File: config.mk
export PLATFORM = sky130hd
export DESIGN_NAME = stepper_move_ramp_controller_top
export DESIGN_NICKNAME = d
export VERILOG_FILES = /design/src/rtl/smr_pkg.sv /design/src/rtl/smr_div.sv /design/src/rtl/smr_ctrl.sv /design/src/rtl/smr_dp.sv /design/src/rtl/stepper_move_ramp_controller_top.sv
export SDC_FILE = /design/constraint.sdc
export NUM_CORES = 1
export LEC_CHECK = 0
export BUFFER_PORTS_ARGS = -buffer_cell sky130_fd_sc_hd__buf_2
export CAP_MARGIN = 5
export CORE_MARGIN = 4
export CORE_UTILIZATION = 50
export DETAILED_ROUTE_END_ITERATION = 16
export GPL_ROUTABILITY_DRIVEN = 0
export GPL_TIMING_DRIVEN = 0
export PLACE_DENSITY = 0.8
export REMOVE_ABC_BUFFERS = 1
export SETUP_SLACK_MARGIN = 0.5
export SYNTH_ARGS = -nofsm -noshare
export SYNTH_HDL_FRONTEND = slang
export SYNTH_SLANG_ARGS = --single-unit
export TNS_END_PERCENT = 20
File: constraint.sdc
create_clock -name clk -period 4.07 [get_ports clk]
set_clock_uncertainty 0.05 [all_clocks]
set_input_delay 0.6105 -clock clk [delete_from_list [all_inputs] [get_ports clk]]
set_output_delay 0.6105 -clock clk [all_outputs]
set_load 0.01 [all_outputs]
File: src/rtl/smr_pkg.sv
// Shared types, constants and helpers of the stepper move ramp controller.
package smr_pkg;

  localparam int STEPS_PER_REV_DEF = 200;

  localparam int POS_W      = 8;
  localparam int DL_W       = 9;
  localparam int OFS_W      = 8;
  localparam int CEIL_W     = 7;
  localparam int KNEE_W     = 4;
  localparam int DIV_W      = 12;
  localparam int DVS_W      = 8;
  localparam int CMD_W      = 2;
  localparam int COIL_W     = 6;
  localparam int CFG_IDX_W  = 3;
  localparam int CFG_DATA_W = 8;

  typedef enum logic [CMD_W-1:0] {
    CMD_TICK = 2'd0,
    CMD_MOVE = 2'd1,
    CMD_HALL = 2'd2
  } cmd_t;

  localparam logic [CFG_IDX_W-1:0] REG_BASE_DELAY     = 3'd0;
  localparam logic [CFG_IDX_W-1:0] REG_ACCEL_INTERVAL = 3'd1;
  localparam logic [CFG_IDX_W-1:0] REG_OFFSET_FLOOR   = 3'd2;
  localparam logic [CFG_IDX_W-1:0] REG_OFFSET_CEILING = 3'd3;
  localparam logic [CFG_IDX_W-1:0] REG_KNEE_NUM       = 3'd4;
  localparam logic [CFG_IDX_W-1:0] REG_KNEE_DEN       = 3'd5;

  localparam logic [7:0]        RST_BASE_DELAY = 8'd20;
  localparam logic [7:0]        RST_ACCEL      = 8'd4;
  localparam logic [OFS_W-1:0]  RST_FLOOR      = 8'hF6;
  localparam logic [CEIL_W-1:0] RST_CEILING    = 7'd0;
  localparam logic [KNEE_W-1:0] RST_KNEE_NUM   = 4'd1;
  localparam logic [KNEE_W-1:0] RST_KNEE_DEN   = 4'd2;
  localparam logic [POS_W-1:0]  RST_POSITION   = 8'd1;

  localparam logic [7:0] MAX_COUNT = 8'd255;

  localparam logic [COIL_W-1:0] COIL_PH0 = 6'd48;
  localparam logic [COIL_W-1:0] COIL_PH1 = 6'd6;
  localparam logic [COIL_W-1:0] COIL_PH2 = 6'd40;
  localparam logic [COIL_W-1:0] COIL_PH3 = 6'd5;

  typedef enum logic [3:0] {
    ST_IDLE,
    ST_DECODE,
    ST_KNEE_LOAD,
    ST_KNEE_DIV,
    ST_STEP,
    ST_MOD_LOAD,
    ST_MOD_DIV,
    ST_RAMP,
    ST_REARM,
    ST_FINISH
  } state_t;

  typedef struct packed {
    logic capture;
    logic move_setup;
    logic hall_set;
    logic tick_count;
    logic knee_load;
    logic knee_store;
    logic step;
    logic mod_load;
    logic ramp;
    logic rearm;
    logic out_load;
  } ctrl_cmd_t;

  typedef struct packed {
    cmd_t cmd;
    logic moving;
    logic same_pos;
    logic step_due;
    logic div_done;
    logic out_free;
  } dp_status_t;

  function automatic logic [COIL_W-1:0] coil_of(input logic [1:0] phase);
    logic [COIL_W-1:0] pat;
    case (phase)
      2'd0:    pat = COIL_PH0;
      2'd1:    pat = COIL_PH1;
      2'd2:    pat = COIL_PH2;
      default: pat = COIL_PH3;
    endcase
    return pat;
  endfunction

endpackage

File: src/rtl/smr_div.sv
// Restoring divider, one quotient bit per cycle, giving quotient and remainder.
module smr_div (
  input  logic                       clk,
  input  logic                       rst_n,
  input  logic                       start,
  input  logic [smr_pkg::DIV_W-1:0]  dividend,
  input  logic [smr_pkg::DVS_W-1:0]  divisor,
  output logic                       done,
  output logic [smr_pkg::DIV_W-1:0]  quotient,
  output logic [smr_pkg::DVS_W-1:0]  remainder
);
  import smr_pkg::*;

  localparam int CNT_W = $clog2(DIV_W);
  localparam logic [CNT_W-1:0] CNT_LAST = CNT_W'(DIV_W - 1);

  logic             busy_r, busy_nxt;
  logic             done_r, done_nxt;
  logic [CNT_W-1:0] cnt_r, cnt_nxt;
  logic [DIV_W-1:0] quo_r, quo_nxt;
  logic [DVS_W-1:0] rem_r, rem_nxt;
  logic [DVS_W-1:0] dvs_r, dvs_nxt;
  logic [DVS_W:0]   shifted;
  logic [DVS_W:0]   diff;
  logic             ge;

  assign shifted = {rem_r, quo_r[DIV_W-1]};
  assign diff    = shifted - {1'b0, dvs_r};
  assign ge      = shifted >= {1'b0, dvs_r};

  always_comb begin
    busy_nxt = busy_r;
    done_nxt = 1'b0;
    cnt_nxt  = cnt_r;
    quo_nxt  = quo_r;
    rem_nxt  = rem_r;
    dvs_nxt  = dvs_r;
    if (start) begin
      busy_nxt = 1'b1;
      cnt_nxt  = '0;
      quo_nxt  = dividend;
      rem_nxt  = '0;
      dvs_nxt  = divisor;
    end else if (busy_r) begin
      // The partial remainder stays below the divisor, so its top bit can go.
      rem_nxt = ge ? diff[DVS_W-1:0] : shifted[DVS_W-1:0];
      quo_nxt = {quo_r[DIV_W-2:0], ge};
      cnt_nxt = cnt_r + 1'b1;
      if (cnt_r == CNT_LAST) begin
        busy_nxt = 1'b0;
        done_nxt = 1'b1;
      end
    end
  end

  always_ff @(posedge clk) begin
    if (!rst_n) begin
      busy_r <= 1'b0;
      done_r <= 1'b0;
      cnt_r  <= '0;
    end else begin
      busy_r <= busy_nxt;
      done_r <= done_nxt;
      cnt_r  <= cnt_nxt;
    end
  end

  always_ff @(posedge clk) begin
    quo_r <= quo_nxt;
    rem_r <= rem_nxt;
    dvs_r <= dvs_nxt;
  end

  assign done      = done_r;
  assign quotient  = quo_r;
  assign remainder = rem_r;

endmodule

File: src/rtl/smr_ctrl.sv
// Sequencing state machine of the stepper move ramp controller.
module smr_ctrl (
  input  logic                clk,
  input  logic                rst_n,
  input  logic                in_valid,
  output logic                in_stall,
  input  smr_pkg::dp_status_t status,
  output smr_pkg::ctrl_cmd_t  cmd
);
  import smr_pkg::*;

  state_t state_r, state_nxt;

  always_comb begin
    state_nxt = state_r;
    case (state_r)
      ST_IDLE:      if (in_valid) state_nxt = ST_DECODE;
      ST_DECODE: begin
        case (status.cmd)
          CMD_MOVE: state_nxt = status.same_pos ? ST_FINISH : ST_KNEE_LOAD;
          CMD_TICK: state_nxt = (status.moving && status.step_due) ? ST_STEP : ST_FINISH;
          default:  state_nxt = ST_FINISH;
        endcase
      end
      ST_KNEE_LOAD: state_nxt = ST_KNEE_DIV;
      ST_KNEE_DIV:  if (status.div_done) state_nxt = ST_FINISH;
      ST_STEP:      state_nxt = ST_MOD_LOAD;
      ST_MOD_LOAD:  state_nxt = ST_MOD_DIV;
      ST_MOD_DIV:   if (status.div_done) state_nxt = ST_RAMP;
      ST_RAMP:      state_nxt = ST_REARM;
      ST_REARM:     state_nxt = ST_FINISH;
      ST_FINISH:    if (status.out_free) state_nxt = ST_IDLE;
      default:      state_nxt = ST_IDLE;
    endcase
  end

  always_comb begin
    cmd = '0;
    case (state_r)
      ST_IDLE:      cmd.capture = in_valid;
      ST_DECODE: begin
        case (status.cmd)
          CMD_MOVE: cmd.move_setup = 1'b1;
          CMD_HALL: cmd.hall_set   = 1'b1;
          CMD_TICK: cmd.tick_count = status.moving;
          default:  cmd = '0;
        endcase
      end
      ST_KNEE_LOAD: cmd.knee_load  = 1'b1;
      ST_KNEE_DIV:  cmd.knee_store = status.div_done;
      ST_STEP:      cmd.step       = 1'b1;
      ST_MOD_LOAD:  cmd.mod_load   = 1'b1;
      ST_RAMP:      cmd.ramp       = 1'b1;
      ST_REARM:     cmd.rearm      = 1'b1;
      ST_FINISH:    cmd.out_load   = status.out_free;
      default:      cmd = '0;
    endcase
  end

  always_ff @(posedge clk) begin
    if (!rst_n) begin
      state_r <= ST_IDLE;
    end else begin
      state_r <= state_nxt;
    end
  end

  assign in_stall = (state_r != ST_IDLE);

endmodule

File: src/rtl/smr_dp.sv
// Datapath: motion state, configuration registers, shared divider and result register.
module smr_dp #(
  parameter int STEPS_PER_REV = smr_pkg::STEPS_PER_REV_DEF
) (
  input  logic                            clk,
  input  logic                            rst_n,
  input  smr_pkg::ctrl_cmd_t              cmd,
  output smr_pkg::dp_status_t             status,
  input  logic [smr_pkg::CMD_W-1:0]       in_command,
  input  logic [smr_pkg::POS_W-1:0]       in_target,
  input  logic                            cfg_we,
  input  logic [smr_pkg::CFG_IDX_W-1:0]   cfg_index,
  input  logic [smr_pkg::CFG_DATA_W-1:0]  cfg_data,
  input  logic                            out_stall,
  output logic                            out_valid,
  output logic [smr_pkg::COIL_W-1:0]      out_coil_pattern,
  output logic [smr_pkg::POS_W-1:0]       out_position,
  output logic                            out_busy_res,
  output logic                            out_stepped,
  output logic signed [smr_pkg::OFS_W-1:0] out_speed_offset
);
  import smr_pkg::*;

  localparam logic [POS_W:0]   N9       = (POS_W+1)'(STEPS_PER_REV);
  localparam logic [POS_W-1:0] LAST_POS = POS_W'(STEPS_PER_REV - 1);

  // Configuration
  logic [7:0]              base_r, base_nxt;
  logic [7:0]              accel_r, accel_nxt;
  logic signed [OFS_W-1:0] floor_r, floor_nxt;
  logic [CEIL_W-1:0]       ceil_r, ceil_nxt;
  logic [KNEE_W-1:0]       num_r, num_nxt;
  logic [KNEE_W-1:0]       den_r, den_nxt;

  // Motion state
  logic [1:0]              phase_r, phase_nxt;
  logic [POS_W-1:0]        pos_r, pos_nxt;
  logic [POS_W-1:0]        goal_r, goal_nxt;
  logic                    rev_r, rev_nxt;
  logic                    moving_r, moving_nxt;
  logic [7:0]              msteps_r, msteps_nxt;
  logic signed [OFS_W-1:0] ofs_r, ofs_nxt;
  logic [7:0]              knee_r, knee_nxt;
  logic [DL_W-1:0]         dl_r, dl_nxt;
  logic                    hall_r, hall_nxt;

  // Item payload
  cmd_t                    cmd_in_r;
  logic [POS_W-1:0]        tgt_r;
  logic [POS_W-1:0]        dist_r, dist_nxt;
  logic                    stepped_r, stepped_nxt;

  // Result register
  logic                    out_valid_r, out_valid_nxt;
  logic [COIL_W-1:0]       out_coil_r;
  logic [POS_W-1:0]        out_pos_r;
  logic                    out_busy_r;
  logic                    out_stepped_r;
  logic signed [OFS_W-1:0] out_ofs_r;

  // Combinational helpers
  logic [POS_W-1:0]        tgt_sat;
  logic [POS_W:0]          cur9, tgt9, fwd, rvs;
  logic                    rev_new;
  logic [POS_W-1:0]        dist_new;
  logic                    same_pos;
  logic [DL_W-1:0]         dl_dec;
  logic signed [DL_W:0]    delay_sum;
  logic [DL_W-1:0]         armed;
  logic [POS_W:0]          pos_inc9;
  logic [POS_W-1:0]        pos_step;
  logic [1:0]              phase_step;
  logic [KNEE_W-1:0]       den_eff;
  logic [7:0]              iv_eff;
  logic [DIV_W-1:0]        prod;
  logic                    div_start;
  logic [DIV_W-1:0]        div_dividend;
  logic [DVS_W-1:0]        div_divisor;
  logic                    div_done;
  logic [DIV_W-1:0]        div_quo;
  logic [DVS_W-1:0]        div_rem;
  logic [7:0]              knee_sat;
  logic                    before_knee;

  assign tgt_sat = ({1'b0, tgt_r} >= N9) ? LAST_POS : tgt_r;
  assign cur9    = {1'b0, pos_r};
  assign tgt9    = {1'b0, tgt_sat};
  assign fwd     = (tgt9 > cur9) ? (tgt9 - cur9) : (N9 - (cur9 - tgt9));
  assign rvs     = (tgt9 < cur9) ? (cur9 - tgt9) : (N9 - (tgt9 - cur9));
  // An even split between the two ways goes in reverse.
  assign rev_new  = !(fwd < rvs);
  assign dist_new = rev_new ? rvs[POS_W-1:0] : fwd[POS_W-1:0];
  assign same_pos = (tgt_sat == pos_r);

  assign dl_dec = (dl_r == '0) ? '0 : dl_r - 1'b1;

  assign delay_sum = $signed({2'b00, base_r}) + $signed({{2{ofs_r[OFS_W-1]}}, ofs_r});
  assign armed     = (delay_sum < $signed((DL_W+1)'(1))) ? DL_W'(1) : delay_sum[DL_W-1:0];

  assign pos_inc9   = cur9 + 1'b1;
  assign pos_step   = rev_r ? ((pos_r == '0) ? LAST_POS : pos_r - 1'b1)
                            : ((pos_inc9 >= N9) ? '0 : pos_inc9[POS_W-1:0]);
  assign phase_step = rev_r ? phase_r - 1'b1 : phase_r + 1'b1;

  assign den_eff = (den_r == '0) ? KNEE_W'(1) : den_r;
  assign iv_eff  = (accel_r == '0) ? 8'd1 : accel_r;
  assign prod    = {{(DIV_W-KNEE_W){1'b0}}, num_r} * {{(DIV_W-POS_W){1'b0}}, dist_r};

  assign div_start    = cmd.knee_load | cmd.mod_load;
  assign div_dividend = cmd.knee_load ? prod : {{(DIV_W-8){1'b0}}, msteps_r};
  assign div_divisor  = cmd.knee_load ? {{(DVS_W-KNEE_W){1'b0}}, den_eff} : iv_eff;

  smr_div u_div (
    .clk       (clk),
    .rst_n     (rst_n),
    .start     (div_start),
    .dividend  (div_dividend),
    .divisor   (div_divisor),
    .done      (div_done),
    .quotient  (div_quo),
    .remainder (div_rem)
  );

  assign knee_sat    = (div_quo > {{(DIV_W-8){1'b0}}, MAX_COUNT}) ? MAX_COUNT : div_quo[7:0];
  assign before_knee = (msteps_r < knee_r);

  always_comb begin
    base_nxt    = base_r;
    accel_nxt   = accel_r;
    floor_nxt   = floor_r;
    ceil_nxt    = ceil_r;
    num_nxt     = num_r;
    den_nxt     = den_r;
    phase_nxt   = phase_r;
    pos_nxt     = pos_r;
    goal_nxt    = goal_r;
    rev_nxt     = rev_r;
    moving_nxt  = moving_r;
    msteps_nxt  = msteps_r;
    ofs_nxt     = ofs_r;
    knee_nxt    = knee_r;
    dl_nxt      = dl_r;
    hall_nxt    = hall_r;
    dist_nxt    = dist_r;
    stepped_nxt = stepped_r;

    if (cmd.capture) stepped_nxt = 1'b0;

    if (cmd.move_setup) begin
      msteps_nxt = '0;
      ofs_nxt    = '0;
      goal_nxt   = tgt_sat;
      if (same_pos) begin
        moving_nxt = 1'b0;
      end else begin
        rev_nxt  = rev_new;
        dist_nxt = dist_new;
      end
    end

    if (cmd.hall_set) hall_nxt = 1'b1;

    if (cmd.tick_count) dl_nxt = dl_dec;

    if (cmd.knee_store) begin
      knee_nxt   = knee_sat;
      moving_nxt = 1'b1;
      dl_nxt     = armed;
    end

    if (cmd.step) begin
      phase_nxt   = phase_step;
      stepped_nxt = 1'b1;
      if (msteps_r != MAX_COUNT) msteps_nxt = msteps_r + 1'b1;
      // A pending hall event marks the home position.
      if (hall_r) begin
        pos_nxt  = '0;
        hall_nxt = 1'b0;
      end else begin
        pos_nxt = pos_step;
      end
    end

    if (cmd.ramp) begin
      if ((div_rem == '0) && before_knee && (ofs_r > floor_r)) ofs_nxt = ofs_r - 1'b1;
      if (!before_knee && (ofs_r < $signed({1'b0, ceil_r}))) ofs_nxt = ofs_r + 1'b1;
      moving_nxt = (pos_r != goal_r);
    end

    if (cmd.rearm && moving_r) dl_nxt = armed;

    if (cfg_we) begin
      case (cfg_index)
        REG_BASE_DELAY:     base_nxt  = cfg_data;
        REG_ACCEL_INTERVAL: accel_nxt = cfg_data;
        REG_OFFSET_FLOOR:   floor_nxt = $signed(cfg_data);
        REG_OFFSET_CEILING: ceil_nxt  = cfg_data[CEIL_W-1:0];
        REG_KNEE_NUM:       num_nxt   = cfg_data[KNEE_W-1:0];
        REG_KNEE_DEN:       den_nxt   = cfg_data[KNEE_W-1:0];
        default:            base_nxt  = base_r;
      endcase
    end
  end

  always_ff @(posedge clk) begin
    if (!rst_n) begin
      base_r   <= RST_BASE_DELAY;
      accel_r  <= RST_ACCEL;
      floor_r  <= RST_FLOOR;
      ceil_r   <= RST_CEILING;
      num_r    <= RST_KNEE_NUM;
      den_r    <= RST_KNEE_DEN;
      phase_r  <= '0;
      pos_r    <= RST_POSITION;
      goal_r   <= '0;
      rev_r    <= 1'b0;
      moving_r <= 1'b0;
      msteps_r <= '0;
      ofs_r    <= '0;
      knee_r   <= '0;
      dl_r     <= '0;
      hall_r   <= 1'b0;
    end else begin
      base_r   <= base_nxt;
      accel_r  <= accel_nxt;
      floor_r  <= floor_nxt;
      ceil_r   <= ceil_nxt;
      num_r    <= num_nxt;
      den_r    <= den_nxt;
      phase_r  <= phase_nxt;
      pos_r    <= pos_nxt;
      goal_r   <= goal_nxt;
      rev_r    <= rev_nxt;
      moving_r <= moving_nxt;
      msteps_r <= msteps_nxt;
      ofs_r    <= ofs_nxt;
      knee_r   <= knee_nxt;
      dl_r     <= dl_nxt;
      hall_r   <= hall_nxt;
    end
  end

  always_ff @(posedge clk) begin
    if (cmd.capture) begin
      cmd_in_r <= cmd_t'(in_command);
      tgt_r    <= in_target;
    end
    dist_r    <= dist_nxt;
    stepped_r <= stepped_nxt;
    if (cmd.out_load) begin
      out_coil_r    <= coil_of(phase_r);
      out_pos_r     <= pos_r;
      out_busy_r    <= moving_r;
      out_stepped_r <= stepped_r;
      out_ofs_r     <= ofs_r;
    end
  end

  always_comb begin
    out_valid_nxt = out_valid_r;
    if (cmd.out_load) begin
      out_valid_nxt = 1'b1;
    end else if (!out_stall) begin
      out_valid_nxt = 1'b0;
    end
  end

  always_ff @(posedge clk) begin
    if (!rst_n) begin
      out_valid_r <= 1'b0;
    end else begin
      out_valid_r <= out_valid_nxt;
    end
  end

  assign status.cmd      = cmd_in_r;
  assign status.moving   = moving_r;
  assign status.same_pos = same_pos;
  assign status.step_due = (dl_dec == '0);
  assign status.div_done = div_done;
  assign status.out_free = !out_valid_r || !out_stall;

  assign out_valid        = out_valid_r;
  assign out_coil_pattern = out_coil_r;
  assign out_position     = out_pos_r;
  assign out_busy_res     = out_busy_r;
  assign out_stepped      = out_stepped_r;
  assign out_speed_offset = out_ofs_r;

endmodule

File: src/rtl/stepper_move_ramp_controller_top.sv
// Stepper move ramp controller: top level joining the sequencer and the datapath.
//
// Input channel (in_valid / in_stall, fields in_command and in_target) takes one
// command per beat: a millisecond tick, a move to a target position, or a hall
// event. Every accepted beat yields exactly one result beat on the output
// channel (out_valid / out_stall) carrying coil pattern, position, busy flag,
// step flag and the current speed offset.
// Sequence per beat: a tick that takes no step, a hall event, an unused code and a
// move to the current position go from decode straight to the result stage.
// A move that starts motion and a tick that takes a step first pass through the
// shared bit-serial divider (knee fraction for a move, interval remainder for a
// step) before the result is loaded.
// One beat is worked on at a time; in_stall is high until it is finished.
// The result sits in an output register, so the next beat is accepted while
// the receiver stalls; a second result waits until that register is taken.
// Configuration writes (cfg_valid / cfg_ready, always ready) land directly in the registers.
// Synchronous reset (rst_n low) restores the default configuration, parks the
// motor at position 1, phase 0, idle, and empties the output register.
module stepper_move_ramp_controller_top #(
  parameter int STEPS_PER_REV = smr_pkg::STEPS_PER_REV_DEF
) (
  input  logic                             clk,
  input  logic                             rst_n,
  input  logic                             in_valid,
  output logic                             in_stall,
  input  logic [smr_pkg::CMD_W-1:0]        in_command,
  input  logic [smr_pkg::POS_W-1:0]        in_target,
  output logic                             out_valid,
  input  logic                             out_stall,
  output logic [smr_pkg::COIL_W-1:0]       out_coil_pattern,
  output logic [smr_pkg::POS_W-1:0]        out_position,
  output logic                             out_busy_res,
  output logic                             out_stepped,
  output logic signed [smr_pkg::OFS_W-1:0] out_speed_offset,
  input  logic                             cfg_valid,
  output logic                             cfg_ready,
  input  logic [smr_pkg::CFG_IDX_W-1:0]    cfg_index,
  input  logic [smr_pkg::CFG_DATA_W-1:0]   cfg_data
);
  import smr_pkg::*;

  ctrl_cmd_t  cmd;
  dp_status_t status;

  assign cfg_ready = 1'b1;

  smr_ctrl u_ctrl (
    .clk      (clk),
    .rst_n    (rst_n),
    .in_valid (in_valid),
    .in_stall (in_stall),
    .status   (status),
    .cmd      (cmd)
  );

  smr_dp #(
    .STEPS_PER_REV (STEPS_PER_REV)
  ) u_dp (
    .clk              (clk),
    .rst_n            (rst_n),
    .cmd              (cmd),
    .status           (status),
    .in_command       (in_command),
    .in_target        (in_target),
    .cfg_we           (cfg_valid && cfg_ready),
    .cfg_index        (cfg_index),
    .cfg_data         (cfg_data),
    .out_stall        (out_stall),
    .out_valid        (out_valid),
    .out_coil_pattern (out_coil_pattern),
    .out_position     (out_position),
    .out_busy_res     (out_busy_res),
    .out_stepped      (out_stepped),
    .out_speed_offset (out_speed_offset)
  );

endmodule

### Word level (Yosys, flattened, before mapping)

Cells that the tools add are included.

| word-level totals | value |
|---|---|
| memories kept | 0 |
| bits in latches | 0 |
| logic and storage cells | 192 |
| RAM bits | 0 |
| bits in registers | 175 |
| ROM bits | 0 |
| output and inout port bits | 27 |
| bits of input ports | 26 |

| cells by class | value |
|---|---|
| bitwise operators | 4 |
| div/mod/pow operators | 0 |
| reduce and logical (&&, ||, !) cells | 37 |
| mux-type cells | 63 |
| $add $sub $neg | 15 |
| shift-type cells | 0 |
| $lt $le $gt $ge | 11 |
| multiply operators | 1 |
| equality and inequality tests | 27 |

Operators with widths:

| kind | count |
|---|---|
| 2-to-1 mux 8 bit | 15 |
| 2-to-1 mux 9 bit | 7 |
| case mux 4 bit (10 select lines) | 1 |
| 2-to-1 mux 12 bit | 3 |
| 2-to-1 mux 4 bit | 9 |
| zero test 8 bit | 3 |
| less-than comparator 8 bit | 3 |
| 2-to-1 mux 1 bit | 24 |
| zero test 9 bit | 2 |
| case mux 6 bit (3 select lines) | 1 |
| subtractor 8 x 8 -> 9 bit | 2 |
| subtractor 8 x 9 -> 9 bit (first input constant) | 2 |
| adder 8 x 1 -> 8 bit (second input constant) | 2 |
| == test 4 x 3 -> 1 bit (second input constant) | 4 |
| greater-than comparator 8 bit | 2 |
| AND reduction 2 bit | 8 |
| subtractor 8 x 1 -> 8 bit (second input constant) | 2 |
| == test 4 bit (second input constant) | 3 |
| greater-than comparator 12 x 8 -> 1 bit (second input constant) | 1 |
| multiplier 4 x 8 -> 12 bit | 1 |
| adder 9 x 8 -> 10 bit | 1 |
| less-than comparator 10 x 2 -> 1 bit (second input constant) | 1 |
| adder 8 x 1 -> 9 bit (second input constant) | 1 |
| greater-or-equal comparator 9 x 8 -> 1 bit | 1 |
| other kinds (37) | 59 |

### Longest topological paths before layout

| depth | value |
|---|---|
| word-level depth | 7 |
| mapped depth | 20 |
| mapped depth without buffers | 18 |

### By module

Synthesis repeated with hierarchy kept, for this count alone.

| second synthesis, totals | value |
|---|---|
| cell total of the unflattened synthesis | 1,371 |
| area total of the unflattened synthesis | 12,142.9 sq um |

By module, submodules not included:

| module | times used | sequential area each (sq um) | cells an instance | area an instance (sq um) |
|---|---|---|---|---|
| smr_dp | 1 | 3,163.0 | 1,142 | 9,824.4 |
| smr_div | 1 | 880.8 | 162 | 1,834.3 |
| smr_ctrl | 1 | 80.1 | 65 | 473.0 |
| stepper_move_ramp_controller_top | 1 | 0.0 | 2 | 11.3 |

### Worst setup path before layout

No wires, ideal clock.

| timing path | value |
|---|---|
| path kind | flip-flop to flip-flop |
| start | register u_dp.tgt_r[3] |
| end | register u_dp.dist_r[2], data pin |
| buffers on the path | 1 |
| setup slack | -0.273 ns |
| arrival | 4.038 ns |
| library setup time | 0.254 ns |
| stages on the path, launching flop included | 19 |
| period minus slack after synthesis | 4.343 ns |
| data required time | 3.766 ns |
| path through | edfxtp_1 -> o311a_2 -> nor2_1 -> inv_1 -> ha_1 -> nand4_1 -> o22a_1 -> a311oi_4 -> a211oi_2 -> nor3_2 -> xnor2_1 -> mux2_2 -> ha_1 -> o21a_1 -> nor2_1 -> a21oi_1 -> clkbuf_1 -> nand2_1 -> o21a_1 |

| on the way | value |
|---|---|
| word-level cells in the longest chain between the ends | 7 |
| elaborated cells on any way between the ends | 12 |
| classes of those cells | add/sub: 4; order compare: 4; mux: 4 |

Ends and longest elaborated chain:

| what | line | RTL |
|---|---|---|
| start, declared | smr_dp.sv:49 | `logic [POS_W-1:0] tgt_r;` |
| start signal, assigned | smr_dp.sv:246 | `tgt_r <= in_target;` |
| greater-or-equal comparator 8 bit * | smr_dp.sv:85 | `assign tgt_sat = ({1'b0, tgt_r} >= N9) ? LAST_POS : tgt_r;` |
| 2-to-1 mux 8 bit * | smr_dp.sv:85 |  |
| net u_dp.tgt_sat[1] | smr_dp.sv:62 | `logic [POS_W-1:0] tgt_sat;` |
| subtractor 8 x 8 -> 9 bit | smr_dp.sv:88, smr_dp.sv:89 |  |
| subtractor 8 x 9 -> 9 bit, on equally long branches | smr_dp.sv:88, smr_dp.sv:89 |  |
| 2-to-1 mux 9 bit, on equally long branches | smr_dp.sv:88, smr_dp.sv:89 |  |
| less-than comparator 9 bit | smr_dp.sv:91 | `assign rev_new = !(fwd < rvs);` |
| 2-to-1 mux 8 bit * | smr_dp.sv:92 | `assign dist_new = rev_new ? rvs[POS_W-1:0] : fwd[POS_W-1:0];` |
| net u_dp.dist_new[2] | smr_dp.sv:65 | `logic [POS_W-1:0] dist_new;` |
| end signal, assigned | smr_dp.sv:248 | `dist_r <= dist_nxt;` |
| end, declared | smr_dp.sv:50 | `logic [POS_W-1:0] dist_r, dist_nxt;` |

The timed path passes the listed nets; every way through them passes the cells marked *.
A chain may end at the register's enable or synchronous reset.

### Worst setup path in the final report

| timing path | value |
|---|---|
| start | register u_dp.tgt_r[3] |
| end | register u_dp.dist_r[6], data pin |

The elaborated chain is that of the path after synthesis.

==> impl_metrics.env <==
export IMPL_cts_hold_buf=0
export IMPL_grt_pass1_wl_microns=49100
export IMPL_ff2ff_path_depth=19
export IMPL_initial_core_util_pct=51.1
export IMPL_required_ns=4.19
export IMPL_r2r_start="u_dp.tgt_r[3]"
export IMPL_cp_common_cell="buf_4"
export IMPL_path_max_fanout=10
export IMPL_firstDrtPassIters=7
export IMPL_num_rows=56
export IMPL_post_route_util_pct=57.5
export IMPL_synth_edff_count=62
export IMPL_drive_gt1_share_pct=14.5
export IMPL_powerDensity_nw_per_um2=485
export IMPL_cts_tree="built"
export IMPL_ys_seq_area_share_pct=34.3
export IMPL_timing_hold_ws_ns=0.294
export IMPL_layout_commonest_cell="nand2_1"
export IMPL_crit_type="flip-flop to flip-flop"
export IMPL_hpwlAfterDp_microns=20500
export IMPL_htree_levels=4
export IMPL_wl_microns=29700
export IMPL_grt_max_degree=43
export IMPL_syn_inst=1391
export IMPL_hold_violations=0
export IMPL_maxCapViolCount=0
export IMPL_drc_errors=0
export IMPL_setup_viol=8
export IMPL_yosys_register_bits=175
export IMPL_slowest_stage="o311a_4"
export IMPL_clock_sinks=175
export IMPL_rsz0062_at_grt="true"
export IMPL_cts_root_buf="clkbuf_16"
export IMPL_reg2reg_setup_slack_ns=-0.35
export IMPL_io_buffers=51
export IMPL_synth_main_ff_cell="dfxtp_1"
export IMPL_min_path_cells=1
export IMPL_maxSlewViolCount=0
export IMPL_via_per_inst=5.97
export IMPL_ir_drop_mv=0.531
export IMPL_die_y_microns=163
export IMPL_synth_avg_cell_area_sq_um=8.64
export IMPL_hold_end="u_dp.tgt_r[3]"
export IMPL_startpoint_type="flip-flop"
export IMPL_grtUsageTotal_pct=22.2
export IMPL_violations="setup timing"
export IMPL_place_ws_ns=-1.63
export IMPL_critPathCaptureType="flip-flop"
export IMPL_io_pins=53
export IMPL_synthArstFlopShare_pct=0
export IMPL_status="complete, but fails checks"
export IMPL_max_slew_margin_pct=30.4
export IMPL_syn2layout_area_growth_pct=12.6
export IMPL_die_area_sq_um=26600
export IMPL_syn_cell_area_sq_um=12000
export IMPL_num_vias=10500
export IMPL_largest_reg_flops=12
export IMPL_coreArea_sq_um=23500
export IMPL_finalCritPeriodShare_pct=109
export IMPL_drt_initial_drc_count=1051
export IMPL_layout_nets=1560
export IMPL_arrival_ns=4.54
export IMPL_r2r_end="u_dp.dist_r[6]"
export IMPL_overflow=0
export IMPL_antenna_found_initial=0
export IMPL_crit_chain="o311a_4 > nor2_4 > inv_2 > ha_4 > fa_2 > nand3b_1 > o311ai_4 > mux2i_2 > buf_4 > buf_4 > buf_4 > nand3_2 > o21a_1 > inv_2 > ha_4 > a2111oi_4 > a21oi_4 > buf_12 > a32o_2"
export IMPL_fp_dieW_microns=163
export IMPL_worstMarginPinSlew_ns=1.04
export IMPL_fin_crit_ns=4.42
export IMPL_clkTransAtPathRegs_ns=0.07
export IMPL_final_cell_mix="nand2_1, nor2_1, dfxtp_1"
export IMPL_fill_cells=1998
export IMPL_setup_slack_ns=-0.348
export IMPL_routedWlPerCell_microns=16.9
export IMPL_clockBufferDepth=2
export IMPL_cpPeakStageDelay_ns=0.45
export IMPL_diodes=0
export IMPL_grt_pass1_vias=10000
export IMPL_holdCritStartpoint="in_target[3]"
export IMPL_cts_made_buffers=17
export IMPL_fmax_ghz=0.226
export IMPL_hp_class="input port to flip-flop"
export IMPL_p_leak_nw=5.48
export IMPL_synth_warnings=0
export IMPL_antenna_left=0
export IMPL_synth_cell_types=92
export IMPL_clock_latency_ns=0.44
## cells in the mapped netlist, drive strengths merged, types with 8 or more instances
cell    number  area [sq um]
nor2       119           449
a22oi       14           105
nor3        30           165
ha          94          1180
nand3       35           175
nand3b       8          60.1
nor2b       12          75.1
o221a        8          90.1
nand2      173           649
and2        25           158
a21o        17           128
edfxtp      62          1860
o21a        20           150
a21oi       96           484
a211oi      20           173
nor4        15           113
fa          16           320
nor3b        8          60.1
o21ai       76           384
a31oi       11          83.8
buf         20           118
o211ai      15           113
dfxtp      113          2260
and3        13          87.6
mux2i       39           390
clkbuf      46           174
or2         10          62.6
inv         90           338
a311oi       9          96.4
nand2b      18           113
xor2        28           245
nand4       10          62.6
xnor2       25           219
## cells by family after synthesis
| kind of cell | share of synthesized area [%] |
|---|---|
| adder cells (fa/ha/maj) | 12.4 |
| multiplexers | 3.72 |
| buffers and inverters | 5.24 |
| other | 0.0312 |
| AND/OR/NAND/NOR | 19.9 |
| XOR/XNOR | 3.86 |
| AO/OA/AOI/OAI | 20.5 |
| flip-flops | 34.3 |
## layer usage
metal | up-vias | global-route usage, % | wire, microns
li1 | 5061 | - | -
met1 | 4983 | 29.1 | 13000
met2 | 377 | 37.9 | 14200
met3 | 54 | 3.08 | 1760
met4 | 0 | 7.59 | 728
met5 | - | 0 | 0
## where the power goes
group | switching, mW | internal, mW
registers | 0.149 | 1.99
clock network | 0.711 | 0.964
logic | 1.51 | 1.25
## worst max-delay path by stage
| stage | from | to | depth (start not counted) |
|---|---|---|---|
| after detailed placement | u_dp.tgt_r[3] | u_dp.dist_r[6] | 16 |
| after global placement | u_dp.tgt_r[3] | u_dp.dist_r[6] | 16 |
| after global routing | u_dp.tgt_r[3] | u_dp.dist_r[6] | 16 |
| after floorplan | u_dp.tgt_r[3] | u_dp.dist_r[6] | 16 |
| after CTS | u_dp.tgt_r[5] | u_dp.dist_r[6] | 16 |
| final | u_dp.tgt_r[3] | u_dp.dist_r[6] | 19 |
## cell type report
cell class | count | area [sq um] | area share (%)
Clock buffer | 21 | 472 | 3.48
Tap cell | 319 | 399 | 2.95
Clock inverter | 11 | 126 | 0.934
Multi-Input combinational cell | 1060 | 7570 | 55.9
Inverter | 90 | 338 | 2.50
Sequential cell | 175 | 4130 | 30.5
Timing Repair Buffer | 80 | 499 | 3.69
## what timing repair did
action | in CTS | in global routing
endpoints found under the setup margin | 8 | 12
pin swaps | 28 | 8
setup buffers | 23 | 3
gates resized for setup | 49 | 21
## critical path: cells and delay by family (launching register included)
| kind | cells | cell delay [ns] |
|---|---|---|
| adders and majority gates | 3 | 0.75 |
| DFF | 1 | 0.41 |
| and+or+nand+nor | 3 | 0.45 |
| muxes | 1 | 0.34 |
| AOI/OAI and AO/OA | 6 | 1.49 |
| buffers and inverters | 6 | 0.66 |
## metrics by stage
step | TNS (ns) | power [mW] | area (sq um) | std cells
finish | -2.13 | 6.57 | 13500 | 1756
detailed placement | -11.94 | 4.32 | 12400 | 1696
global placement | -11.74 | 4.26 | 12400 | 1695
CTS | -0.876 | 6.44 | 13400 | 1751
floorplan | -4.96 | 3.82 | 11700 | 1325
global route | -3.36 | 6.91 | 13500 | 1756
No activity file was read; power rests on OpenSTA's default activity.
